## src/asg_pkg.sv

```systemverilog
// shared types, constants and cosine table math for the asymmetric sine generator
package asg_pkg;

    localparam int SINE_DEPTH_DEFAULT = 256;

    localparam int TIME_W   = 32;
    localparam int FREQ_W   = 24;
    localparam int FRAC_W   = 16;
    localparam int LEVEL_W  = 16;
    localparam int PHASE_W  = 32;
    localparam int VALUE_W  = 17;

    localparam int CFG_ADDR_W = 5;
    localparam int CFG_IDX_W  = CFG_ADDR_W - 2;
    localparam int APB_DATA_W = 32;

    localparam logic [CFG_IDX_W-1:0] REG_FREQUENCY    = 3'd0;
    localparam logic [CFG_IDX_W-1:0] REG_OFFSET_PHASE = 3'd1;
    localparam logic [CFG_IDX_W-1:0] REG_ASYMMETRY    = 3'd2;
    localparam logic [CFG_IDX_W-1:0] REG_MIN_LEVEL    = 3'd3;
    localparam logic [CFG_IDX_W-1:0] REG_MAX_LEVEL    = 3'd4;

    localparam logic [FREQ_W-1:0]         FREQUENCY_RESET = 24'd65536;
    localparam logic signed [LEVEL_W-1:0] MAX_LEVEL_RESET = 16'sd256;

    localparam logic [VALUE_W-1:0] ONE_Q16 = 17'h10000;
    localparam logic [63:0]        PI_HALF_Q30 = 64'd1686629713;

    localparam int DIV_QUOT_W          = 33;
    localparam int DIV_REM_W           = 16;
    localparam int DIV_STEPS_PER_STAGE = 4;
    localparam int DIV_STAGES = (DIV_QUOT_W + DIV_STEPS_PER_STAGE - 1) / DIV_STEPS_PER_STAGE;

    typedef struct packed {
        logic [FREQ_W-1:0]         frequency;
        logic [FRAC_W-1:0]         offset_phase;
        logic [FRAC_W-1:0]         asymmetry;
        logic signed [LEVEL_W-1:0] min_level;
        logic signed [LEVEL_W-1:0] max_level;
    } t_cfg;

    typedef struct packed {
        logic                  valid;
        logic                  hold;
        logic [DIV_QUOT_W-1:0] quot;
    } t_div_beat;

    typedef struct packed {
        logic               valid;
        logic               hold;
        logic [VALUE_W-1:0] level_v;
    } t_cos_beat;

    // cos(x) in Q1.16 from x in Q2.30, truncating taylor series in Q2.30
    function automatic logic [VALUE_W-1:0] cos_q16(input logic [63:0] x);
        logic [63:0]        x2;
        logic [63:0]        term;
        logic signed [63:0] sum;
        logic [63:0]        rounded;
        x2   = (x * x) >> 30;
        term = 64'd1 << 30;
        sum  = $signed(term);
        term = ((term * x2) >> 30) / 64'd2;   sum = sum - $signed(term);
        term = ((term * x2) >> 30) / 64'd12;  sum = sum + $signed(term);
        term = ((term * x2) >> 30) / 64'd30;  sum = sum - $signed(term);
        term = ((term * x2) >> 30) / 64'd56;  sum = sum + $signed(term);
        term = ((term * x2) >> 30) / 64'd90;  sum = sum - $signed(term);
        term = ((term * x2) >> 30) / 64'd132; sum = sum + $signed(term);
        term = ((term * x2) >> 30) / 64'd182; sum = sum - $signed(term);
        term = ((term * x2) >> 30) / 64'd240; sum = sum + $signed(term);
        term = ((term * x2) >> 30) / 64'd306; sum = sum - $signed(term);
        term = ((term * x2) >> 30) / 64'd380; sum = sum + $signed(term);
        if (sum < 0) begin
            sum = '0;
        end
        rounded = ($unsigned(sum) + 64'd8192) >> 14;
        return rounded[VALUE_W-1:0];
    endfunction

    // table entry, padded with zero past the last point
    function automatic logic [VALUE_W-1:0] cos_rom_entry(input int idx, input int depth,
                                                         input logic [63:0] x);
        logic [VALUE_W-1:0] entry;
        if (idx == 0) begin
            entry = ONE_Q16;
        end else if (idx >= depth) begin
            entry = '0;
        end else begin
            entry = cos_q16(x);
        end
        return entry;
    endfunction

endpackage

```

## src/asg_cfg_regs.sv

```systemverilog
// apb configuration registers of the asymmetric sine generator
module asg_cfg_regs import asg_pkg::*; (
    input  logic                  i_clk,
    input  logic                  i_rst_n,
    input  logic                  psel,
    input  logic                  penable,
    input  logic                  pwrite,
    input  logic [CFG_ADDR_W-1:0] paddr,
    input  logic [APB_DATA_W-1:0] pwdata,
    output logic [APB_DATA_W-1:0] prdata,
    output logic                  pready,
    output t_cfg                  o_cfg
);

    logic [CFG_IDX_W-1:0] w_index;
    logic                 w_write;
    t_cfg                 r_cfg;

    assign w_index = paddr[CFG_ADDR_W-1:2];
    assign w_write = psel & penable & pwrite;
    assign pready  = 1'b1;
    assign o_cfg   = r_cfg;

    always_ff @(posedge i_clk) begin
        if (!i_rst_n) begin
            r_cfg.frequency    <= FREQUENCY_RESET;
            r_cfg.offset_phase <= '0;
            r_cfg.asymmetry    <= '0;
            r_cfg.min_level    <= '0;
            r_cfg.max_level    <= MAX_LEVEL_RESET;
        end else if (w_write) begin
            case (w_index)
                REG_FREQUENCY:    r_cfg.frequency    <= pwdata[FREQ_W-1:0];
                REG_OFFSET_PHASE: r_cfg.offset_phase <= pwdata[FRAC_W-1:0];
                REG_ASYMMETRY:    r_cfg.asymmetry    <= pwdata[FRAC_W-1:0];
                REG_MIN_LEVEL:    r_cfg.min_level    <= $signed(pwdata[LEVEL_W-1:0]);
                REG_MAX_LEVEL:    r_cfg.max_level    <= $signed(pwdata[LEVEL_W-1:0]);
                default: ;
            endcase
        end
    end

    always_comb begin
        case (w_index)
            REG_FREQUENCY:    prdata = APB_DATA_W'(r_cfg.frequency);
            REG_OFFSET_PHASE: prdata = APB_DATA_W'(r_cfg.offset_phase);
            REG_ASYMMETRY:    prdata = APB_DATA_W'(r_cfg.asymmetry);
            REG_MIN_LEVEL:    prdata = APB_DATA_W'($unsigned(r_cfg.min_level));
            REG_MAX_LEVEL:    prdata = APB_DATA_W'($unsigned(r_cfg.max_level));
            default:          prdata = '0;
        endcase
    end

endmodule

```

## config.mk

```make
export PLATFORM = sky130hd
export DESIGN_NAME = asg_cfg_regs
export DESIGN_NICKNAME = d
export VERILOG_FILES = /design/src/asg_pkg.sv /design/src/asg_cfg_regs.sv
export SDC_FILE = /design/constraint.sdc
export NUM_CORES = 1
export LEC_CHECK = 0
export ABC_AREA = 1
export ABC_CLOCK_PERIOD_IN_PS = 1200
export BUFFER_PORTS_ARGS = -buffer_cell sky130_fd_sc_hd__buf_2
export CORE_UTILIZATION = 50
export CTS_CLUSTER_SIZE = 8
export DETAILED_ROUTE_END_ITERATION = 7
export PLACE_DENSITY_LB_ADDON = 0.2
export SLEW_MARGIN = 25
export SYNTH_ARGS = -nofsm -noshare
export SYNTH_HDL_FRONTEND = slang
export SYNTH_SLANG_ARGS = --single-unit
```

## constraint.sdc

```tcl
create_clock -name i_clk -period 1.2 [get_ports i_clk]
set_input_delay 0.06 -clock i_clk [delete_from_list [all_inputs] [get_ports i_clk]]
set_output_delay 0.06 -clock i_clk [all_outputs]
set_load 0.02 [all_outputs]
```

==> impl_metrics.toml <==
[routing]
drc = 0
detail_route.vias_per_cell = 5.28
drtIter0Drc = 457
vias = 5355
routed_wl_um = 15400
antenna_left = 0
first_pass_iters = 7
routedWlPerCell_um = 15.2

[global_route]
grt_max_degree = 89
antenna_found_initial = 0
grt.total_usage = 0.324
grt_pass1_vias = 4894
overflow = 0
grt_pass1_wl_um = 24300

[layout]
drive_gt1_frac = 0.427
num-fill-cells = 686
antennaDiodeCount = 0
final_cell_mix = "185 x nor2_1, 159 x nand2_1, 127 x buf_2, 86 x nand3_1, 76 x buf_4"
largest_register_ffs = 88
fin_nets = 944
seq_area_um2 = 1840
finalNonFillerCells = 1015
multi_input_area_um2 = 2530
layout_commonest_cell = "nor2_1"
syn_to_final_growth_pct = 44.3

[pwr]
power.density_nw_per_um2 = 892
finalPower_mw = 5.81
ir_worst_vdd_v = 0.000567
leakagePower_nw = 3.29

[logic_synthesis]
synth-compound-area-share = 0.00222
synth_mux_area_frac = 0
synth_xor_area_frac = 0
syn_inst = 706
syn_area_um2 = 4520
yosysSeqAreaShare = 0.390
ys_ff_latch = 88
yosysWarnings = 0
synth_top_family_by_area = "simple AND/OR/NAND/NOR gates"
synthAdderAreaFrac = 0
synthSimpleGateAreaFrac = 0.500
avgSynthCellArea_um2 = 6.40
synth_cell_types = 19

[worst_setup_path]
critPathArrivalTime_ns = 1.23
crit_type = "flip-flop to output port"
rr_worst_depth = 4
cp_max_fo = 2
cp-start-kind = "flip-flop"
cp-end-kind = "output port"
worst-endpoint-required_ns = 1.14
reg2reg_from = "o_cfg[71]$_SDFFE_PN0P_"
rr_endpoint = "o_cfg[71]$_SDFFE_PN0P_"
reg2reg_slack_ns = 0.31

[sta]
setup_viol = 10
rsz0062_at_grt = "yes"
fin_ws_ns = -0.0878
slew_viol_final = 0
finalHoldViolCount = 0
fin_skew_ns = 0
finalCritPeriodShare = 1.07
period_minus_slack_ns = 1.29
setup_tns_ns = -0.240
hold_ws_ns = 0.00540
timing.fmax_ghz = 0.777

[status]
violations = "setup timing"
status = "finished, violations left"

[clock_network]
cts-root-buf = "clkbuf_8"
cts_buffers = 9
cts_tree = "built"
clkTransAtPathRegs_ns = 0.09
htree_levels = 3
cts_buffer_depth = 2
clock_latency_ns = 0.36
cts.sinks = 88

[floorplanning]
die_area_um2 = 9420
ios = 163
start_util = 0.518
die_w_um = 97.0
core.rowCount = 34
die_h_um = 97.0
coreArea_um2 = 8720

[placed_design]
dp_hpwl_um = 10400
placedCellCount = 947
post-place-ws_ns = 0.0167
gp_congestion = 0.888
io_buffers = 143

[worst_hold_path]
hold_end = "o_cfg[85]$_SDFFE_PN0P_"
holdCritPathClass = "input port to flip-flop"
hold_depth = 5
hold_start = "pwdata[21]"

[run]
cap_violations = 0
==> power breakdown <==
| part | internal [mW] | total (mW) | switching, mW |
|---|---|---|---|
| Sequential | 2.96 | 2.99 | 0.0290 |
| Combinational | 0.309 | 0.874 | 0.566 |
| Clock | 0.812 | 1.95 | 1.14 |
==> through the flow <==
step           utilization  instance area (um^2)
2_1_floorplan            -                  4540
3_3_place_gp         0.635                  5530
3_5_place_dp         0.635                  5530
4_1_cts              0.730                  6360
5_1_grt              0.747                  6520
6_report             0.747                  6520
==> worst max-delay path: stages (launching register included) <==
cell	delay, ns
dfxtp_2	0.34
nand4_1	0.07
nand2_1	0.08
nor2_1	0.16
nand2_1	0.08
buf_6	0.13
==> cells by family (layout without fill, tap and decap cells) <==
group	after synthesis	in the layout
compound gates	2	2
flops	88	88
simple gates	520	520
other cells	2	9
buf+inv	94	288
==> timing repair <==
| item | 4_1_cts | 5_1_grt |
|---|---|---|
| resized for setup | 118 | 34 |
| endpoints found under the hold margin | 2 | 0 |
| setup endpoints to repair | 16 | 16 |
| pin swaps | 42 | 36 |
| buffers inserted | 43 | 7 |
| hold buffers | 2 | 0 |
==> metal layers <==
layer	global-route usage	wire (um)	vias up
li1	-	-	2587
met1	0.433	6390	2470
met2	0.525	7360	272
met3	0.0441	1260	26
met4	0.131	378	0
met5	0	0	-
==> cell type report <==
class                      count  share of cell area
tap                          108              0.0207
clock inverter                 6             0.00691
inverter                      37              0.0221
multi-input combinational    531               0.388
timing repair buffer         235               0.259
sequential                    88               0.282
clock buffer                  10              0.0211
==> synthesized netlist by cell type <==
library cell | number | area share
nor2_1 | 197 | 0.16
nand2_1 | 173 | 0.14
nand3_1 | 118 | 0.13
dfxtp_1 | 88 | 0.39
inv_1 | 34 | 0.028
buf_4 | 18 | 0.030
nand4_1 | 16 | 0.022
buf_1 | 14 | 0.012
buf_2 | 13 | 0.014
nor2_4 | 9 | 0.022
clkbuf_1 | 7 | 0.0058
buf_6 | 5 | 0.012
nand3_4 | 3 | 0.012
conb_1 | 2 | 0.0017
inv_2 | 2 | 0.0017
nand2_2 | 2 | 0.0028
nor2_2 | 2 | 0.0028
o21ai_0 | 2 | 0.0022
inv_6 | 1 | 0.0019
==> worst max path at each step <==
| stage | start | to | slack, ns |
|---|---|---|---|
| global route | o_cfg[18]$_SDFFE_PN0P_ | prdata[2] | -0.11 |
| CTS | o_cfg[18]$_SDFFE_PN0P_ | prdata[2] | -0.05 |
| detailed placement | paddr[3] | o_cfg[30]$_SDFFE_PN0P_ | 0.02 |
| floorplan | paddr[4] | prdata[9] | 0.17 |
| finish | o_cfg[18]$_SDFFE_PN0P_ | prdata[2] | -0.09 |
| global placement | paddr[4] | o_cfg[28]$_SDFFE_PN0P_ | 0.04 |
Note: power is estimated with default switching activity, not from simulation.
