<file path="config.mk">
export PLATFORM = sky130hd
export DESIGN_NAME = asg_divider
export DESIGN_NICKNAME = d
export VERILOG_FILES = /design/src/asg_pkg.sv /design/src/asg_divider.sv
export SDC_FILE = /design/constraint.sdc
export NUM_CORES = 2
export LEC_CHECK = 0
export ABC_AREA = 1
export BUFFER_PORTS_ARGS = -buffer_cell sky130_fd_sc_hd__buf_2
export CORE_MARGIN = 1.5
export CORE_UTILIZATION = 61
export DETAILED_ROUTE_END_ITERATION = 12
export PLACE_DENSITY = 0.78
export SLEW_MARGIN = 20
export SYNTH_ARGS = -nofsm -noshare
export SYNTH_HDL_FRONTEND = slang
export SYNTH_SLANG_ARGS = --single-unit
</file>
<file path="constraint.sdc">
create_clock -name i_clk -period 22.5 [get_ports i_clk]
set_input_delay 2.25 -clock i_clk [delete_from_list [all_inputs] [get_ports i_clk]]
set_output_delay 2.25 -clock i_clk [all_outputs]
set_load 0.02 [all_outputs]
</file>
<file path="src/asg_pkg.sv">
// shared types, constants and cosine table math for the asymmetric sine generator
package asg_pkg;

    localparam int SINE_DEPTH_DEFAULT = 256;

    localparam int TIME_W   = 32;
    localparam int FREQ_W   = 24;
    localparam int FRAC_W   = 16;
    localparam int LEVEL_W  = 16;
    localparam int PHASE_W  = 32;
    localparam int VALUE_W  = 17;

    localparam int CFG_ADDR_W = 5;
    localparam int CFG_IDX_W  = CFG_ADDR_W - 2;
    localparam int APB_DATA_W = 32;

    localparam logic [CFG_IDX_W-1:0] REG_FREQUENCY    = 3'd0;
    localparam logic [CFG_IDX_W-1:0] REG_OFFSET_PHASE = 3'd1;
    localparam logic [CFG_IDX_W-1:0] REG_ASYMMETRY    = 3'd2;
    localparam logic [CFG_IDX_W-1:0] REG_MIN_LEVEL    = 3'd3;
    localparam logic [CFG_IDX_W-1:0] REG_MAX_LEVEL    = 3'd4;

    localparam logic [FREQ_W-1:0]         FREQUENCY_RESET = 24'd65536;
    localparam logic signed [LEVEL_W-1:0] MAX_LEVEL_RESET = 16'sd256;

    localparam logic [VALUE_W-1:0] ONE_Q16 = 17'h10000;
    localparam logic [63:0]        PI_HALF_Q30 = 64'd1686629713;

    localparam int DIV_QUOT_W          = 33;
    localparam int DIV_REM_W           = 16;
    localparam int DIV_STEPS_PER_STAGE = 4;
    localparam int DIV_STAGES = (DIV_QUOT_W + DIV_STEPS_PER_STAGE - 1) / DIV_STEPS_PER_STAGE;

    typedef struct packed {
        logic [FREQ_W-1:0]         frequency;
        logic [FRAC_W-1:0]         offset_phase;
        logic [FRAC_W-1:0]         asymmetry;
        logic signed [LEVEL_W-1:0] min_level;
        logic signed [LEVEL_W-1:0] max_level;
    } t_cfg;

    typedef struct packed {
        logic                  valid;
        logic                  hold;
        logic [DIV_QUOT_W-1:0] quot;
    } t_div_beat;

    typedef struct packed {
        logic               valid;
        logic               hold;
        logic [VALUE_W-1:0] level_v;
    } t_cos_beat;

    // cos(x) in Q1.16 from x in Q2.30, truncating taylor series in Q2.30
    function automatic logic [VALUE_W-1:0] cos_q16(input logic [63:0] x);
        logic [63:0]        x2;
        logic [63:0]        term;
        logic signed [63:0] sum;
        logic [63:0]        rounded;
        x2   = (x * x) >> 30;
        term = 64'd1 << 30;
        sum  = $signed(term);
        term = ((term * x2) >> 30) / 64'd2;   sum = sum - $signed(term);
        term = ((term * x2) >> 30) / 64'd12;  sum = sum + $signed(term);
        term = ((term * x2) >> 30) / 64'd30;  sum = sum - $signed(term);
        term = ((term * x2) >> 30) / 64'd56;  sum = sum + $signed(term);
        term = ((term * x2) >> 30) / 64'd90;  sum = sum - $signed(term);
        term = ((term * x2) >> 30) / 64'd132; sum = sum + $signed(term);
        term = ((term * x2) >> 30) / 64'd182; sum = sum - $signed(term);
        term = ((term * x2) >> 30) / 64'd240; sum = sum + $signed(term);
        term = ((term * x2) >> 30) / 64'd306; sum = sum - $signed(term);
        term = ((term * x2) >> 30) / 64'd380; sum = sum + $signed(term);
        if (sum < 0) begin
            sum = '0;
        end
        rounded = ($unsigned(sum) + 64'd8192) >> 14;
        return rounded[VALUE_W-1:0];
    endfunction

    // table entry, padded with zero past the last point
    function automatic logic [VALUE_W-1:0] cos_rom_entry(input int idx, input int depth,
                                                         input logic [63:0] x);
        logic [VALUE_W-1:0] entry;
        if (idx == 0) begin
            entry = ONE_Q16;
        end else if (idx >= depth) begin
            entry = '0;
        end else begin
            entry = cos_q16(x);
        end
        return entry;
    endfunction

endpackage

</file>
<file path="src/asg_divider.sv">
// pipelined restoring divider: stretched phase = (phase << 16) / (1 - asymmetry)
module asg_divider import asg_pkg::*; (
    input  logic               i_clk,
    input  logic               i_rst_n,
    input  logic               i_valid,
    input  logic [PHASE_W-1:0] i_phase,
    input  logic [FRAC_W-1:0]  i_asymmetry,
    output t_div_beat          o_beat
);

    logic [DIV_REM_W:0] w_inv;
    logic               w_hold;

    logic                  r_valid [DIV_STAGES];
    logic                  r_hold  [DIV_STAGES];
    logic [DIV_REM_W-1:0]  r_rem   [DIV_STAGES];
    logic [DIV_QUOT_W-1:0] r_quot  [DIV_STAGES];
    logic [DIV_QUOT_W-1:0] r_bits  [DIV_STAGES];
    logic [DIV_REM_W-1:0]  n_rem   [DIV_STAGES];
    logic [DIV_QUOT_W-1:0] n_quot  [DIV_STAGES];
    logic [DIV_QUOT_W-1:0] n_bits  [DIV_STAGES];

    assign w_inv  = ONE_Q16 - {1'b0, i_asymmetry};
    assign w_hold = {1'b0, i_phase} > {w_inv, 16'h0000};

    for (genvar g = 0; g < DIV_STAGES; g++) begin : g_stage
        logic                  s_valid;
        logic                  s_hold;
        logic [DIV_REM_W-1:0]  s_rem;
        logic [DIV_QUOT_W-1:0] s_quot;
        logic [DIV_QUOT_W-1:0] s_bits;

        if (g == 0) begin : g_first
            // quotient never reaches bit 33, so the top phase bits start as remainder
            assign s_valid = i_valid;
            assign s_hold  = w_hold;
            assign s_rem   = {1'b0, i_phase[PHASE_W-1:17]};
            assign s_quot  = '0;
            assign s_bits  = {i_phase[16:0], 16'h0000};
        end else begin : g_next
            assign s_valid = r_valid[g-1];
            assign s_hold  = r_hold[g-1];
            assign s_rem   = r_rem[g-1];
            assign s_quot  = r_quot[g-1];
            assign s_bits  = r_bits[g-1];
        end

        always_comb begin : p_steps
            logic [DIV_REM_W:0]    shifted;
            logic [DIV_REM_W-1:0]  rem_v;
            logic [DIV_QUOT_W-1:0] quot_v;
            logic [DIV_QUOT_W-1:0] bits_v;
            shifted = '0;
            rem_v   = s_rem;
            quot_v  = s_quot;
            bits_v  = s_bits;
            for (int j = 0; j < DIV_STEPS_PER_STAGE; j++) begin
                if (g * DIV_STEPS_PER_STAGE + j < DIV_QUOT_W) begin
                    shifted = {rem_v, bits_v[DIV_QUOT_W-1]};
                    bits_v  = {bits_v[DIV_QUOT_W-2:0], 1'b0};
                    if (shifted >= w_inv) begin
                        rem_v  = DIV_REM_W'(shifted - w_inv);
                        quot_v = {quot_v[DIV_QUOT_W-2:0], 1'b1};
                    end else begin
                        rem_v  = shifted[DIV_REM_W-1:0];
                        quot_v = {quot_v[DIV_QUOT_W-2:0], 1'b0};
                    end
                end
            end
            n_rem[g]  = rem_v;
            n_quot[g] = quot_v;
            n_bits[g] = bits_v;
        end

        always_ff @(posedge i_clk) begin
            if (!i_rst_n) begin
                r_valid[g] <= 1'b0;
            end else begin
                r_valid[g] <= s_valid;
            end
        end

        always_ff @(posedge i_clk) begin
            r_hold[g] <= s_hold;
            r_rem[g]  <= n_rem[g];
            r_quot[g] <= n_quot[g];
            r_bits[g] <= n_bits[g];
        end
    end

    assign o_beat.valid = r_valid[DIV_STAGES-1];
    assign o_beat.hold  = r_hold[DIV_STAGES-1];
    assign o_beat.quot  = r_quot[DIV_STAGES-1];

endmodule

</file>
==> metrics.txt <==
status=completed; RD Place Congestion=0.954; Slew @ Worst Pin=0.776 ns; fin crit share=63.2%; DRT antenna net count=0; Reg2Reg Setup Slack=approximately 13 ns; H-Tree Depth=2; flops & latches, synth=approximately 350; n_diodes=0; CTS sink count=351; CP Capture Point=r_rem[0][37]; crit-path leading delay family=simple AND/OR/NAND/NOR gates; CP Class=input pin to flip-flop; violation count after the first detailed-routing iteration=approximately 2700; wire length per cell=around 16 µm; top-area cell type share of the netlist area=19.3%; Starting Density=61.7%; DIE HEIGHT=247 µm; TritonCTS clock tree=built; routed via count=35600; reg2reg end=r_rem[0][37]; CTS Buffer Depth=3; GRT Resource Usage Total=32.8%; first-pass iteration count of the detailed router=6; total global routing overflow=0; Rows=89; Net Count, Synth=approximately 5900; crit path launch=i_asymmetry[0]; placed insts=between 6000 and 7000; min cycle time layout=14.23 ns; Slew HR=~48%; Post-CTS Setup Bufs=0; Post-synth EDFFs=0; DRC viols=0; CP required=~23 ns; Mapped Area=~0.036 mm²; HP Class=flip-flop to flip-flop; Most Frequent Cell on Critical Path=nand2_1; async set-reset flop share out of synthesis=0%; Synth Flop Type=dfxtp_1; Syn Area/Cell=6.84 µm²; register area share after synthesis=19.3%; ranking of synthesized cells by area=dfxtp_1 19%, ha_1 18%, nand2_1 14%; critical path endpoint category=flip-flop; Post-Syn Instances=5312; WP depth=60; max-slew violation count=0; count of final setup violators=0; slowest CP cell=o21ai_0; WP buf/inv=8; count of different cell masters after synthesis=66; Yosys top cell by area=dfxtp_1; total die area=0.0611 mm²; Clock transition at path regs=0.06 ns; most frequent cells in the layout=1374 x nand2_1, 525 x ha_1, 478 x a21oi_1; Final TNS setup=0 ns; Worst Reg2Reg Path Length in Cells=47; drt total wl=around 100000 µm; Layout Skew=between 0.03 and 0.04 ns; fin cells=6198; CTS buffer count=43; commonest non-fill, non-tap cell in the layout=nand2_1; Area growth, synth to finish=7.86%; RSZ-0062 raised after global routing=false; CP Max Fanout=37; synth warn=0; final net count=5985; reg2reg start=r_rem[0][29]; Via density=5.74; initial antenna violation count=0; Core Area=0.0589 mm²; largest net degree at the start of global routing=43; first-pass GRT wire length=roughly 160000 µm; Die Wd=247 µm; Hold Buf Count CTS=0; # resized after CTS=0; layout cells sized above 1=under 10%; Detailed Place HPWL=76100 µm; Ports=86; number of global-route vias before repair=33000; Skew-Pair Late Insertion Delay=0.59 ns; Final Hold Vio Count=0; WP data arrival=14.71 ns; maxcap violations=0; root buffer cell=clkbuf_16; Worst setup SP type=input pin; critical path's largest stage delay=0.59 ns; PortBufs=85; maximum clock frequency=70.3 MHz
-- state kept, by name, indices dropped and copies added (netlist names) --
signal   count
r_bits      28
r_hold       9
r_quot     177
r_rem      128
r_valid      9
-- through the flow --
stage / hold WS (ns) / setup WS (ns) / area [µm²] / util (%)
after floorplan: 0.310 / 9.10 / 36400 / -
after global placement: 0.310 / 7.82 / 37700 / 64.0
after detailed placement: 0.312 / 7.63 / 37700 / 64.0
after CTS: 0.318 / 8.20 / 39200 / 66.6
after global routing: 0.327 / 7.24 / 39200 / 66.6
final: 0.316 / 8.27 / 39200 / 66.6
-- worst min path at each step --
stage / slack (ns) / cells after the start / endpoint / start
detailed placement: 0.31 / 0 / r_quot[0][73] / r_quot[0][36]
global route: 0.33 / 0 / r_quot[0][223] / r_quot[0][186]
finish: 0.32 / 0 / r_quot[0][273] / r_quot[0][239]
global placement: 0.31 / 0 / r_hold[0][5] / r_hold[0][4]
floorplan: 0.31 / 0 / r_bits[0][127] / r_bits[0][91]
CTS: 0.32 / 0 / r_quot[0][273] / r_quot[0][239]
-- synthesized netlist by cell type (all sizes together) (3+ instances only) --
master / count
xor2: 208
nor2: 284
o211ai: 10
o21ai: 517
a31oi: 42
nor3: 45
buf: 50
nand2: 1428
a21boi: 12
a21oi: 485
a221oi: 11
ha: 525
o21a: 15
a211oi: 10
inv: 485
clkbuf: 37
o31ai: 20
o2111ai: 7
clkinv: 4
mux2: 3
xnor2: 192
nand3: 325
nand3b: 16
a21o: 39
and3: 3
dfxtp: 351
nor4: 35
o21bai: 21
fa: 17
and2: 13
or2: 38
nand4: 57
-- per-layer routing --
| layer | track usage (%) | up-vias | share of wire [%] |
|---|---|---|---|
| met1 | 43.2 | 16000 | 45 |
| li1 | - | 18200 | - |
| met5 | 0 | - | 0 |
| met2 | 54.4 | 1105 | 45 |
| met3 | 4.29 | 247 | 6.6 |
| met4 | 12.4 | 0 | 4.0 |
-- cells by family after synthesis --
family,count (synthesis),share of synthesized area (%)
and+or+nand+nor,2246,27.0
AOI/OAI and AO/OA,1194,18.4
buffers and inverters,576,6.57
adders and majority gates,542,19.0
xor gates and xnor gates,400,9.64
DFF,351,19.3
muxes,3,0.0929
-- cell type report --
cell class,instances,area [µm²]
multi-input cells,4385,27100
well taps,773,967
clock inverters,20,295
repair buffers,122,703
fillers,5283,19700
flip-flops and latches,351,7030
inverters,489,1860
clock buffers,58,1220
-- worst register-to-register path: cells and delay by family, from the launching register on --
| family | cells | cell delay (ns) |
|---|---|---|
| and+or+nand+nor | 25 | 3.89 |
| AOI/OAI and AO/OA | 14 | 3.31 |
| adders and majority gates | 4 | 1.42 |
| buffers and inverters | 3 | 0.49 |
| muxes | 1 | 0.44 |
| DFF | 1 | 0.32 |
Power is not shown: default switching activity piles up to over one toggle a cycle in this logic, so the estimate is an artifact.
